--- src/rtl/assert_macros.svh ---
// Assertion helpers
`ifndef ASSERT_MACROS_SVH
`define ASSERT_MACROS_SVH
`ifndef ASSERT_OFF
`define ASSERT_IMPLIES(label, clk, rst_n, a, b) \
	label: assert property (@(posedge clk) disable iff (!rst_n) (a) |-> (b)) \
		else $error("assertion failed");
`define ASSERT_NEXT(label, clk, rst_n, a, b) \
	label: assert property (@(posedge clk) disable iff (!rst_n) (a) |=> (b)) \
		else $error("assertion failed");
`else
`define ASSERT_IMPLIES(label, clk, rst_n, a, b)
`define ASSERT_NEXT(label, clk, rst_n, a, b)
`endif
`endif

--- src/rtl/d2h_pkg.sv ---
`default_nettype none
package d2h_pkg;
	localparam int unsigned DFracW = 52;
	localparam int unsigned HFracW = 10;
	localparam int unsigned DropW = DFracW - HFracW;
	localparam logic [10:0] DExpAll = 11'h7FF;
	localparam logic [14:0] HInf = 15'h7C00;
	localparam logic [14:0] HQnanFrac = 15'h0200;
	// rebias: half exp = dexp - 1023 + 15 = dexp - 1008
	localparam logic [11:0] Rebias = 12'd1008;
	localparam logic [11:0] HExpOvf = 12'd31;

	typedef enum logic [1:0] {
		K_NORM,
		K_SUB,
		K_FIXED
	} kind_t;

	// stage 1 -> stage 2 decoded operand
	typedef struct packed {
		logic        sign;
		kind_t       kind;
		logic [14:0] fixed;  // result magnitude when kind is fixed
		logic [4:0]  hexp;   // normal path exponent
		logic [52:0] sig;    // significand with hidden bit
		logic [5:0]  sh;     // subnormal shift, 43..63
	} dec_t;
endpackage
`default_nettype wire

--- src/rtl/d2h_round.sv ---
`default_nettype none
// Stages 2 and 3: align, then round to nearest even.
module d2h_round (
	input  wire logic          clk,
	input  wire logic          arst_n,
	input  wire logic          vld_s1,
	input  wire d2h_pkg::dec_t dec_s1,
	output logic               vld_s3,
	output logic [15:0]        half_s3
);
	logic [63:0] sig_ext;
	logic [63:0] shifted;
	logic [63:0] rem_full;
	logic [63:0] lowmask;
	logic [10:0] q_c;
	logic        rbit_c, sticky_c;

	logic        vld_s2;
	logic        sign_s2;
	d2h_pkg::kind_t kind_s2;
	logic [14:0] fixed_s2;
	logic [10:0] q_s2;
	logic        rbit_s2, sticky_s2;
	logic [4:0]  hexp_s2;

	logic [14:0] base_c;
	logic        inc_c;

	assign sig_ext = {11'd0, dec_s1.sig};
	assign lowmask = (64'd1 << dec_s1.sh) - 64'd1;
	assign shifted = sig_ext >> dec_s1.sh;
	assign rem_full = sig_ext & lowmask;

	always_comb begin
		if (dec_s1.kind == d2h_pkg::K_NORM) begin
			q_c = {1'b0, dec_s1.sig[51:42]};
			rbit_c = dec_s1.sig[41];
			sticky_c = |dec_s1.sig[40:0];
		end else begin
			q_c = shifted[10:0];
			rbit_c = |(rem_full & (64'd1 << (dec_s1.sh - 6'd1)));
			sticky_c = |(rem_full & (lowmask >> 1));
		end
	end

	always_ff @(posedge clk or negedge arst_n) begin
		if (!arst_n) begin
			vld_s2 <= 1'b0;
		end else begin
			vld_s2 <= vld_s1;
		end
	end

	always_ff @(posedge clk) begin
		sign_s2 <= dec_s1.sign;
		kind_s2 <= dec_s1.kind;
		fixed_s2 <= dec_s1.fixed;
		hexp_s2 <= dec_s1.hexp;
		q_s2 <= q_c;
		rbit_s2 <= rbit_c;
		sticky_s2 <= sticky_c;
	end

	always_comb begin
		case (kind_s2)
			d2h_pkg::K_NORM: base_c = {hexp_s2, q_s2[9:0]};
			default:         base_c = {4'd0, q_s2};
		endcase
		inc_c = rbit_s2 && (sticky_s2 || base_c[0]);
	end

	always_ff @(posedge clk or negedge arst_n) begin
		if (!arst_n) begin
			vld_s3 <= 1'b0;
		end else begin
			vld_s3 <= vld_s2;
		end
	end

	always_ff @(posedge clk) begin
		if (kind_s2 == d2h_pkg::K_FIXED) begin
			half_s3 <= {sign_s2, fixed_s2};
		end else begin
			half_s3 <= {sign_s2, base_c + {14'd0, inc_c}};
		end
	end
endmodule
`default_nettype wire

--- src/rtl/double_to_half_convert.sv ---
// binary64 to binary16 conversion, round to nearest even.
// Stages from start to done: decode, align, round.
// Throughput: one request per cycle; busy is always low.
// Reset: arst_n clears the stage valid bits only; the receiver cannot stall.
`default_nettype none
`include "assert_macros.svh"
module double_to_half_convert (
	input  wire logic        clk,
	input  wire logic        arst_n,
	input  wire logic        start,
	output logic             busy,
	input  wire logic [63:0] double_bits,
	output logic             done,
	output logic [15:0]      half_bits
);
	logic [10:0] ex;
	logic [11:0] ex_w;
	logic [11:0] e_neg;
	d2h_pkg::dec_t dec_c;
	d2h_pkg::dec_t dec_s1;
	logic vld_s1;

	assign busy = 1'b0;
	assign ex = double_bits[62:52];
	assign ex_w = {1'b0, ex};
	assign e_neg = d2h_pkg::Rebias - ex_w; // -e when e <= 0

	always_comb begin
		dec_c.sign = double_bits[63];
		dec_c.kind = d2h_pkg::K_FIXED;
		dec_c.fixed = 15'd0;
		dec_c.hexp = 5'(ex_w - d2h_pkg::Rebias);
		dec_c.sig = {1'b1, double_bits[51:0]};
		dec_c.sh = 6'd43;
		if (ex == d2h_pkg::DExpAll) begin
			dec_c.fixed = d2h_pkg::HInf |
				((|double_bits[51:0]) ? d2h_pkg::HQnanFrac : 15'd0);
		end else if (ex_w >= d2h_pkg::Rebias + d2h_pkg::HExpOvf) begin
			dec_c.fixed = d2h_pkg::HInf;
		end else if (ex_w > d2h_pkg::Rebias) begin
			dec_c.kind = d2h_pkg::K_NORM;
		end else if (ex != 11'd0 && e_neg < 12'd21) begin
			dec_c.kind = d2h_pkg::K_SUB;
			dec_c.sh = 6'(12'd43 + e_neg);
		end
	end

	always_ff @(posedge clk or negedge arst_n) begin
		if (!arst_n) begin
			vld_s1 <= 1'b0;
		end else begin
			vld_s1 <= start && !busy;
		end
	end

	always_ff @(posedge clk) begin
		dec_s1 <= dec_c;
	end

	d2h_round u_round (
		.clk    (clk),
		.arst_n (arst_n),
		.vld_s1 (vld_s1),
		.dec_s1 (dec_s1),
		.vld_s3 (done),
		.half_s3(half_bits)
	);

	`ASSERT_NEXT(a_lat1, clk, arst_n, start, vld_s1)
	`ASSERT_NEXT(a_lat3, clk, arst_n, vld_s1, ##1 done)
	`ASSERT_NEXT(a_no_req, clk, arst_n, !start, !vld_s1)
	`ASSERT_IMPLIES(a_busy_low, clk, arst_n, 1'b1, !busy)
endmodule
`default_nettype wire

--- config.mk ---
export PLATFORM = sky130hd
export DESIGN_NAME = double_to_half_convert
export DESIGN_NICKNAME = d
export VERILOG_FILES = /design/src/rtl/d2h_pkg.sv /design/src/rtl/d2h_round.sv /design/src/rtl/double_to_half_convert.sv
export VERILOG_INCLUDE_DIRS = /design/src /design/src/rtl
export SDC_FILE = /design/constraint.sdc
export NUM_CORES = 1
export LEC_CHECK = 0
export BUFFER_PORTS_ARGS = -buffer_cell sky130_fd_sc_hd__buf_2
export CORE_ASPECT_RATIO = 1.5
export CORE_MARGIN = 2
export CORE_UTILIZATION = 40
export DETAILED_ROUTE_END_ITERATION = 12
export PLACE_DENSITY = 0.61
export SETUP_SLACK_MARGIN = 0.15
export SLEW_MARGIN = 20
export SYNTH_ARGS = -nofsm -noshare
export SYNTH_HDL_FRONTEND = slang
export SYNTH_SLANG_ARGS = --single-unit
--- constraint.sdc ---
create_clock -name clk -period 3.8 [get_ports clk]
set_input_delay 0.19 -clock clk [delete_from_list [all_inputs] [get_ports clk]]
set_output_delay 0.19 -clock clk [all_outputs]
set_load 0.05 [all_outputs]
# After elaboration in Yosys (flattened, before gate mapping)
# Index checks and enable logic that the tools add are counted.
# totals
output_inout_bits	18
in_bits	67
ff_bits	136
word_cells	61
# classes
bitwise_logic	4
n_reduce_logical	13
add_sub_neg	6
shifts	3
order_cmp	3
muxes	10
n_eq_ne	2
# op_table
operator	n
$reduce_or A64 Y1	2
$shl A1 B6 Y64 const A	2
$and A53 B64 Y64	1
$and A64 B63 Y64	1
$and A64 B64 Y64	1
$sub A64 B1 Y64 const B	1
$shr A53 B6 Y11	1
$reduce_or A52 Y1	1
$mux W15	3
$reduce_or A41 Y1	1
$mux W10	3
$add A15 B1 Y15	1
$lt A12 B5 Y1 const B	1
$sub A10 B11 Y12 const A	1
$eq A11 B11 Y1 const B	1
$ge A11 B11 Y1 const B	1
$gt A11 B10 Y1 const B	1
$reduce_bool A11 Y1	1
$add A6 B6 Y6 const A	1
$sub A6 B1 Y6 const B	1
$sub A5 B5 Y5 const B	1
$logic_not A2 Y1	2
$mux W2	2
$reduce_or A4 Y1	1
other kinds (7)	9

# Longest topological paths before layout
# depth
ltp_word	6
mapped_depth	17
depth_no_buf	11

# By module
# A second synthesis with hierarchy kept.
# hier_totals
cells_unflattened	859
hier_area_um2	8079.0
# by_module_without_submodules
module	seq_area_each_um2	area_each_um2	cells_each	n_inst
d2h_round	1091.0	6175.9	718	1
double_to_half_convert	1386.3	1903.1	141	1

# Least setup slack after synthesis
# No wires, ideal clock.
# synth_path
kind	register to register
from	reg, netlist name dec_s1[0]
to	reg u_round.rbit_s2
n_path_buf	4
path_slack_ns	0.305
arrival_time_ns	3.373
synth_period_minus_slack_ns	3.495
required_time_ns	3.678
setup_time_ns	0.122
stages_incl_launch_ff	15
cell_sequence	dfxtp_1 -> buf_4 -> buf_2 -> buf_4 -> nor4_2 -> nand2_1 -> ha_1 -> clkbuf_1 -> and3_1 -> a32oi_1 -> nor2_1 -> nor4_2 -> nand4_1 -> or4_1 -> o311a_1
# synth_via
elab_chain_cells	6
elab_cells_between_ends	8
classes_between	add/sub (2); shift (2); mux (1); bitwise (2); reduce/logical (1)
# synth_lines
element	line	text
$shl A1 B6 Y64	d2h_round.sv:30	assign lowmask = (64'd1 << dec_s1.sh) - 64'd1;
$sub A64 B1 Y64	d2h_round.sv:30	
$and A53 B64 Y64	d2h_round.sv:32	assign rem_full = sig_ext & lowmask;
$and A64 B64 Y64 *	d2h_round.sv:41	rbit_c = |(rem_full & (64'd1 << (dec_s1.sh - 6'd1)));
$reduce_or A64 Y1 *	d2h_round.sv:41	
$mux W1 *	d2h_round.sv:35	if (dec_s1.kind == d2h_pkg::K_NORM) begin
via u_round.rbit_c	d2h_round.sv:16	logic rbit_c, sticky_c;
end signal: assignment	d2h_round.sv:60	rbit_s2 <= rbit_c;
end: declaration	d2h_round.sv:23	logic rbit_s2, sticky_s2;
# The timed path passes the listed nets; every way through them passes the cells marked *.
# A chain may end at the register's enable or synchronous reset.

# Worst setup path in the final report
# layout_path
from	reg, netlist name dec_s1[1]
to	reg u_round.rbit_s2
# layout_via
elab_chain_cells	6
elab_cells_between_ends	8
classes_between	add/sub (2); shift (2); mux (1); bitwise (2); reduce/logical (1)
# layout_lines
element	line
$shl A1 B6 Y64	d2h_round.sv:30
$sub A64 B1 Y64	d2h_round.sv:30
$and A53 B64 Y64	d2h_round.sv:32
$and A64 B64 Y64 *	d2h_round.sv:41
$reduce_or A64 Y1 *	d2h_round.sv:41
$mux W1 *	d2h_round.sv:35
via u_round.rbit_c	d2h_round.sv:16
# Marked as above.

==> qor.txt <==
status = complete, no violations
sequential-to-total area share from yosys stat = 29.5%
number of global-route vias before repair = 7915
global placer's final weighted congestion = 1.08
Final setup viols = 0
internal power = 1890 uW
DRC viols = 0
clk_skew = 15.4 ps
Max FO, Critical Path = 25
arrival time worst endpoint = 3660 ps
Post-synth EDFFs = 0
Pwr Density = 305 mW/mm^2
Routed Antenna Nets = 0
Starting Density = 40.7%
Synth area leaders = dfxtp_1 (28%), mux4_2 (12%), mux2i_1 (5.9%)
Clk pin slew, worst setup/hold paths = 80 ps
RSZ-0062 raised after global routing = no
Via Count = 8103
Final HPWL DP = 24.4 mm
met2 usage = 56.9%
total routed wirelength = 33.9 mm
Die X = 116 um
post-layout min period = 3410 ps
CTS Sinks = 110
post-DR vias/cell = 6.57
Crit-path slowest cell = or4_1
Yosys cell types = 78
Rows = 61
M1 GR Usage = 38.6%
crit path capture type = register
Clock power frac = 35.8%
fin nets = 1048
syn nets = 943
share of cells above drive strength 1 = 20.5%
post-synth top area share = 28.5%
clock root buffer = clkbuf_16
global-route wire length before repair = 49.4 mm
Final Hold Fails = 0
CTS tree = yes
Clock Latency Late Sink = 360 ps
Flop pwr share = 48.8%
cell taking the most area after synthesis = dfxtp_1
Switch Pwr = 852 uW
CP cell instances = nor4_2 -> nand2_1 -> ha_1 -> and3_1 -> a32oi_1 -> nor2_1 -> nor4_2 -> nand4_1 -> or4_1 -> o311a_1
Total Power = 2740 uW
Logic pwr share = 15.4%
Final Cycle Share = 89.8%
final max-slew violation count = 0
pre-CTS setup slack = 429 ps
initial antenna violation count = 0
worst hold margin = 20.8 ps
TritonCTS Buffers = 9
hold depth = 1
worst ir drop on vdd = 197 uV
Hold EP = dec_s1[60]$_DFF_P_
switch share = 31.1%
total die area = 0.0199 mm^2
Slew headroom = 28.9%
critical setup path kind = reg2reg
synth warn = 0
Avg Inst Size Synth = 8.63 um^2
total leakage power = 0.00353 uW
drt first pass iters = 5
reg2reg path depth = 10
fin area = 0.00900 mm^2
slack of the critical path = 388 ps
Avg WL per Cell = 27.5 um
DRT iter0 DRCs = 988
#FFs+latches synth = 110
Worst EP required = 4040 ps
IO Pins = 85
Reg-to-Reg Start = dec_s1[1]$_SDFF_PP1_
# port buffers = 83
reg2reg setup slack = 390 ps
CP dominant cell by count = nor4_2
die height = 172 um
Core Area = 0.0185 mm^2
Mapped Area = 0.00752 mm^2
gr ovfl total = 0
FMAX = 0.293 GHz
FF-to-FF End = u_round.rbit_s2$_DFF_P_
HP Class = in2reg
Placed Area = 0.00813 mm^2
final setup TNS = 0 ps
prevailing post-synth register cell = dfxtp_1
# diodes = 0
fraction of registers with async set/reset = 2.73%
all-layer global routing usage = 34.3%
crit path launch type = register
H-tree Lvls = 3
slowest cell delay on critical path = 530 ps
area delta synth->final = 19.7%
Setup Fix Bufs, Post-CTS = 0
Least-Margin Pin Slew = 1050 ps
gr busiest metal = met2
pin count of the biggest net entering global routing = 65
Longest Clk Path Bufs = 2
HP Start = double_bits[53]
Max Cap Viol = 0
met3 Use GR = 4.84%
Syn Inst Count = 871
-- placed cells by master (no fill, tap or decap), types with 12 or more instances in the layout --
| cell type | Yosys | layout |
|---|---|---|
| nand2_1 | 91 | 91 |
| xor2_1 | 15 | 15 |
| nand4_1 | 19 | 19 |
| o22ai_1 | 14 | 14 |
| dfxtp_1 | 107 | 101 |
| nor2b_1 | 19 | 19 |
| a21oi_1 | 44 | 44 |
| inv_1 | 14 | 14 |
| xnor2_1 | 13 | 13 |
| o21ai_0 | 51 | 51 |
| mux2i_1 | 44 | 44 |
| nor4_1 | 31 | 31 |
| mux4_2 | 39 | 39 |
| nor3_1 | 16 | 16 |
| dlygate4sd3_1 | 0 | 56 |
| a211oi_1 | 12 | 12 |
| nand3_1 | 32 | 32 |
| buf_4 | 7 | 28 |
| buf_2 | 33 | 83 |
| a31oi_1 | 12 | 12 |
| nor2_1 | 56 | 56 |
-- power groups by stage --
stage / Sequential [uW] / Combinational [uW] / Clock [uW]
after floorplan: 1340 / 208 / 0
after global placement: 1360 / 372 / 0
after detailed placement: 1360 / 373 / 0
after CTS: 1330 / 418 / 994
after global routing: 1340 / 456 / 1040
final: 1340 / 423 / 980
-- sequential cells by signal, summed over array words and instances (netlist names) --
name / cells
u_round.sign_s2: 1
vld_s1: 1
u_round.kind_s2: 2
u_round.hexp_s2: 5
dec_s1: 68
u_round.vld_s3: 1
u_round.half_s3: 16
u_round.vld_s2: 1
u_round.sticky_s2: 1
u_round.q_s2: 11
u_round.fixed_s2: 2
u_round.rbit_s2: 1
-- kinds of logic (layout without fill, tap and decap cells) --
kind of cell               count (synthesis)  count (layout)  share of synthesized area (%)
AOI/OAI and AO/OA                        226             226                           20.2
xor gates and xnor gates                  28              28                           3.26
adders and majority gates                  5               5                          0.832
buffers and inverters                     90             200                           5.39
DFF                                      110             110                           29.5
muxes                                     94              94                           19.2
other                                      1               1                         0.0499
and+or+nand+nor                          317             317                           21.5
-- cell usage after synthesis (5+ instances only) --
master    number
o211ai_1      11
o21ai_0       51
o21a_1         7
xor2_1        15
or3_1          5
nor2_1        56
nand3_1       32
xnor2_1       13
and3_1         7
buf_4          7
a32oi_1       10
nand2b_1       6
buf_1          6
a211oi_1      12
nand4_1       19
nor2b_1       19
mux4_2        39
mux2_2        11
nand2_1       91
inv_1         14
a31oi_1       12
o22ai_1       14
or2_2          6
a21o_1         7
clkbuf_1      27
mux2i_1       44
dfxtp_1      107
a21oi_1       44
and2_1         5
ha_1           5
nor3_1        16
buf_2         33
nor4_1        31
-- worst max path at each step --
stage,end,slack (ps),cells past startpoint,startpoint
2_1_floorplan,u_round.rbit_s2$_DFF_P_,310,14,dec_s1[0]$_SDFF_PP1_
3_3_place_gp,u_round.rbit_s2$_DFF_P_,470,10,dec_s1[1]$_SDFF_PP1_
3_5_place_dp,u_round.rbit_s2$_DFF_P_,430,10,dec_s1[1]$_SDFF_PP1_
4_1_cts,u_round.rbit_s2$_DFF_P_,410,10,dec_s1[1]$_SDFF_PP1_
5_1_grt,u_round.rbit_s2$_DFF_P_,250,10,dec_s1[1]$_SDFF_PP1_
6_report,u_round.rbit_s2$_DFF_P_,390,10,dec_s1[1]$_SDFF_PP1_
-- per-stage QoR --
step | utilization, % | cells
CTS | 48.7 | 1233
global route | 48.7 | 1233
finish | 48.7 | 1233
global placement | 44.0 | 1161
detailed placement | 44.0 | 1161
floorplan | - | 871
-- per-layer routing --
layer / vias to the layer above / share of wire (%)
li1: 3529 / -
met1: 3818 / 34
met2: 577 / 48
met3: 179 / 8.3
met4: 0 / 9.5
met5: - / 0
-- final cells by class --
cell class,count,area [um^2]
multi-input cells,671,4890
clock buffers,9,225
flip-flops and latches,110,2230
fillers,1830,9470
clock inverters,7,86.3
repair buffers,167,1190
inverters,17,63.8
well taps,252,315
-- critical path, delay by kind of cell, from the launching register on --
kind | cells | cell delay [ps]
compound gates | 2 | 590
flops | 1 | 430
fa+ha+maj | 1 | 360
simple gates | 7 | 1910
-- repair_timing --
| item | in CTS | in global routing |
|---|---|---|
| gates resized for setup | 0 | 0 |
| hold buffers | 56 | 0 |
| setup endpoints to repair | 0 | 0 |
| endpoints found under the hold margin | 58 | 0 |
(Power assumes the default switching activity.)
